[config.mk]
export PLATFORM = sky130hd
export DESIGN_NAME = bbr_cell
export DESIGN_NICKNAME = d
export VERILOG_FILES = /design/src/sv/bbr_pkg.sv /design/src/sv/bbr_cell.sv
export SDC_FILE = /design/constraint.sdc
export NUM_CORES = 1
export LEC_CHECK = 0
export ABC_AREA = 1
export BUFFER_PORTS_ARGS = -buffer_cell sky130_fd_sc_hd__clkbuf_2
export CELL_PAD_IN_SITES_DETAIL_PLACEMENT = 0
export CELL_PAD_IN_SITES_GLOBAL_PLACEMENT = 2
export CORE_MARGIN = 4
export CORE_UTILIZATION = 23
export CTS_BUF_LIST = sky130_fd_sc_hd__clkbuf_4
export CTS_CLUSTER_SIZE = 28
export DETAILED_ROUTE_END_ITERATION = 10
export PLACE_DENSITY_LB_ADDON = 0.1
export SLEW_MARGIN = 5
export SYNTH_ARGS = -nofsm -noshare
export SYNTH_HDL_FRONTEND = slang
export SYNTH_SLANG_ARGS = --single-unit
[constraint.sdc]
create_clock -name clock -period 1.7 [get_ports clock]
set_input_delay 0.085 -clock clock [delete_from_list [all_inputs] [get_ports clock]]
set_output_delay 0.085 -clock clock [all_outputs]
set_load 0.05 [all_outputs]
[src/sv/bbr_pkg.sv]
`default_nettype none

package bbr_pkg;

   localparam int NCH            = 3;
   localparam int CH_W           = 8;
   localparam int WIN            = 3;
   localparam int COL_SUM_W      = 10;
   localparam int WIN_SUM_W      = 12;
   localparam int OUT_COL_W      = 10;
   localparam int ROW_W          = 12;
   localparam int FRAME_WIDTH_W  = 11;
   localparam int FRAME_HEIGHT_W = 12;
   localparam int MAX_WIDTH_DEF  = 1024;
   localparam int OUT_DEPTH      = 16;
   localparam int MAX_RESULTS    = 3;
   localparam int RES_CNT_W      = 2;
   localparam int BLUR_MULT_W    = 21;
   localparam int BLUR_SHIFT     = 24;
   localparam int CSR_ADDR_W     = 3;
   localparam int CSR_DATA_W     = 32;

   localparam logic [BLUR_MULT_W-1:0]    BLUR_MULT    = 21'd1862271;
   localparam logic [FRAME_WIDTH_W-1:0]  WIDTH_RESET  = 11'd640;
   localparam logic [FRAME_HEIGHT_W-1:0] HEIGHT_RESET = 12'd480;

   typedef logic [NCH-1:0][CH_W-1:0] pixel_type;

   typedef struct packed {
      logic [CH_W-1:0] in_red;
      logic [CH_W-1:0] in_green;
      logic [CH_W-1:0] in_blue;
   } req_type;

   typedef struct packed {
      logic [OUT_COL_W-1:0] out_col;
      logic [ROW_W-1:0]     out_row;
      logic [CH_W-1:0]      out_red;
      logic [CH_W-1:0]      out_green;
      logic [CH_W-1:0]      out_blue;
      logic                 run_last;
   } rsp_type;

   typedef struct packed {
      pixel_type                       mid;
      logic [NCH-1:0][COL_SUM_W-1:0]   sum;
   } column_type;

   typedef logic [NCH-1:0][WIN_SUM_W-1:0] window_sum_type;

   typedef struct packed {
      logic has_inner;
      logic has_edge;
      logic has_last;
      logic interior;
      logic row_ge1;
      logic row_ge2;
   } item_type;

   typedef struct packed {
      logic                 valid;
      logic [RES_CNT_W-1:0] cnt;
   } reserve_type;

   typedef struct packed {
      logic [RES_CNT_W-1:0]          cnt;
      rsp_type [MAX_RESULTS-1:0]     beat;
   } push_type;

   typedef enum logic [0:0] {
      REG_FRAME_WIDTH  = 1'b0,
      REG_FRAME_HEIGHT = 1'b1
   } reg_idx_type;

endpackage

`default_nettype wire

[src/sv/bbr_cell.sv]
`default_nettype none

module bbr_cell (
   input  wire logic                    clock,
   input  wire logic                    reset,
   input  wire logic                    shift,
   input  wire bbr_pkg::column_type     col_in,
   output bbr_pkg::column_type          col_out,
   input  wire bbr_pkg::window_sum_type part_in,
   output bbr_pkg::window_sum_type      part_out
);

   import bbr_pkg::*;

   column_type col_ff;

   always_ff @(posedge clock) begin
      if (reset) begin
         col_ff <= '0;
      end else if (shift) begin
         col_ff <= col_in;
      end
   end

   always_comb begin
      for (int k = 0; k < NCH; k++) begin
         part_out[k] = part_in[k] + WIN_SUM_W'(col_ff.sum[k]);
      end
   end

   assign col_out = col_ff;

endmodule

`default_nettype wire

==> run metrics <==
outcome=finished, violations left; failing checks=negative setup slack; die area=between 15000 and 20000 sq um; Yosys cell types=18; Static Leak=3.77 nW; Cell Pwr Density=about 630 nW/um^2; Crit path required time=between 1500 and 2000 ps; worst skew pair latency=380 ps; synthesis warning total=0; CTS tree=built; Reg area=1150 sq um; Syn-to-layout area delta=112%; largest net degree at the start of global routing=48; pre-CTS WS=-32.4 ps; Crit path largest cell delay=around 400 ps; synthesized area per cell=6.33 sq um; Reg-to-Reg Start=col_out[11]; port bufs=182; kind of critical path=flop to output port; max reg flops=54; vias per cell=4.28; Yosys top cell area share=between 20% and 30%; TritonCTS Sinks=54; total grt overflow=0; DP HPWL=roughly 11 mm; first-pass GRT wire length=23.1 mm; asr flop ratio synth=0%; root buffer cell=clkbuf_4; Core ar.=~15000 sq um; Fill cells=1536; Final ANT Viol Nets=0; # nets final=1000; min Tclk post-route=slightly above 2000 ps; worst-case clock buffer depth=2; gr usage total=15.5%; Fmax=0.492 GHz; finished layout cell area=7760 sq um; Cells after DPL=990; Multi-input gate area=approximately 3600 sq um; Synth Net Count=roughly 700; Die Span Y=134 um; Setup crit end kind=output port; worst path cell trace=ha_4, fa_2, nand2_1, nand3_2, nand3_2, nand2_2, nand2_2, nand2_2, buf_12; die width=134 um; r2r endpoint=col_out[11]; CP Launch Type=flop; Cells after Synth=579; HP Class=primary input to flop; mapped cell area=3660 sq um; Max Clock Skew=0 ps; WHS Path Cells=2; Initial Utilization=23.7%; IO Count=183; row count=45; post-synthesis sequential element count=54; CP max FO=4; CP max stage cell=fa_2; Reg clk slew, reported paths=approximately 190 ps; Hold Vio Cnt, Final=0; R2R Setup Slk=940 ps; Inserted Diodes=0; VDD IR max=between 0.0003 and 0.0004 V; crit share post-route=120%; top cells by area, synth=dfxtp_1 30%, nand2_1 26%, ha_1 10%; sequential area share after synthesis=29.5%; count leader, synth=nand2_1; Routed WL=14.5 mm; H-tree levels=2; drt first pass iters=4; initial antenna violation count=0; RSZ-0062 raised after global routing=yes; max-slew violations=0; Hold Crit Start=reset; 1st-iter DRT viols=about 130; R2R depth=3; area leader, netlist=dfxtp_1; routed len/inst=13.3 um; max-cap viol count=0; Final Setup Violations=31; worst-margin pin slew=roughly 380 ps; max_slew headroom=74.4%; DR DRC count=0; RD Place Congestion=0.779; area post-placement=between 5000 and 6000 sq um; synth cell count leaders=255 x nand2_1, 63 x a21oi_1, 60 x inv_1; worst setup margin=-334 ps; hold endpoint=col_out[50]; vias=4647; CP dominant cell by count=nand2_2; top_reg_cell synth=dfxtp_1; share of cells above drive strength 1=56.0%; number of synthesized flops with an enable pin=0; CTS buffer count=5; vias in the first global route=4792; Critical Path AT=around 2000 ps; Layout Cells excl Fill=roughly 1100
## cell type report
| type | instances | area share (%) |
|---|---|---|
| sequential | 54 | 14.8 |
| inverter | 61 | 3.05 |
| timing repair buffer | 305 | 31.3 |
| clock inverter | 3 | 0.371 |
| tap | 211 | 3.40 |
| multi-input combinational | 447 | 46.6 |
| clock buffer | 5 | 0.484 |
## cells in the final DEF, fill, tap and decap left out, types with 8 or more instances in the layout
cell type	netlist	final
buf_4	5	59
nor2_4	0	11
dfxtp_1	54	24
buf_12	0	14
a21oi_1	63	57
nand2_1	255	177
dfxtp_2	0	17
nand4_1	9	9
nand2_4	0	26
buf_8	0	20
ha_4	0	30
nand3_1	33	8
nand3_2	3	16
nand3_4	0	12
dlygate4sd3_1	0	54
inv_2	0	11
inv_1	60	47
xor2_4	0	10
dfxtp_4	0	13
nor2_1	27	9
clkbuf_2	0	149
nand2_2	0	52
## logic make-up (layout without fill, tap and decap cells)
group | after synthesis | in the layout | share of synthesized area [%]
buffers and inverters | 78 | 374 | 8.78
and+or+nand+nor | 330 | 330 | 36.3
AOI/OAI and AO/OA | 66 | 66 | 9.22
DFF | 54 | 54 | 29.5
xor gates and xnor gates | 18 | 18 | 4.30
adders and majority gates | 33 | 33 | 11.9
## through the flow
step / util [%] / total power [W] / setup TNS (ps) / hold slack [ps]
final: 50.3 / 0.00488 / -6350 / 28.2
after global routing: 50.3 / 0.00517 / -9870 / 18.1
after CTS: 47.1 / 0.00473 / -7540 / 9.96
after detailed placement: 36.3 / 0.00354 / -61.5 / 318
after global placement: 36.3 / 0.00353 / -18.5 / 308
after floorplan: - / 0.00284 / 0 / 218
## worst max-delay path: cells and delay by family (launching register included)
family	cells	cell delay, ps
simple gates	6	460
fa+ha+maj	2	560
flops	1	380
buf+inv	1	140
## power breakdown
part | switching [W] | internal [W]
clock | 0.000485 | 0.000178
sequential | 0.0000633 | 0.00133
combinational | 0.00161 | 0.00121
## worst max path at each step
stage,from,endpoint,slack [ps]
floorplan,col_out[6],part_out[7],7
global placement,col_out[20],part_out[30],-20
detailed placement,col_out[27],part_out[33],-30
CTS,col_out[20],part_out[32],-390
global route,col_out[20],part_out[32],-440
finish,col_out[20],part_out[32],-330
## layer usage
metal | part of all wire (%) | vias up | GRT usage [%]
li1 | - | 2406 | -
met1 | 43 | 2107 | 19.5
met2 | 51 | 121 | 27.7
met3 | 5.4 | 13 | 3.26
met4 | 0.75 | 0 | 2.60
met5 | 0 | - | 0
## timing repair
item / in CTS / in global routing
hold endpoints to repair: 54 / 0
hold buffers: 54 / 0
gates resized for setup: 173 / 128
pin swaps: 65 / 81
endpoints found under the setup margin: 33 / 33
setup buffers: 25 / 10
Note: power is estimated with default switching activity, not from simulation.
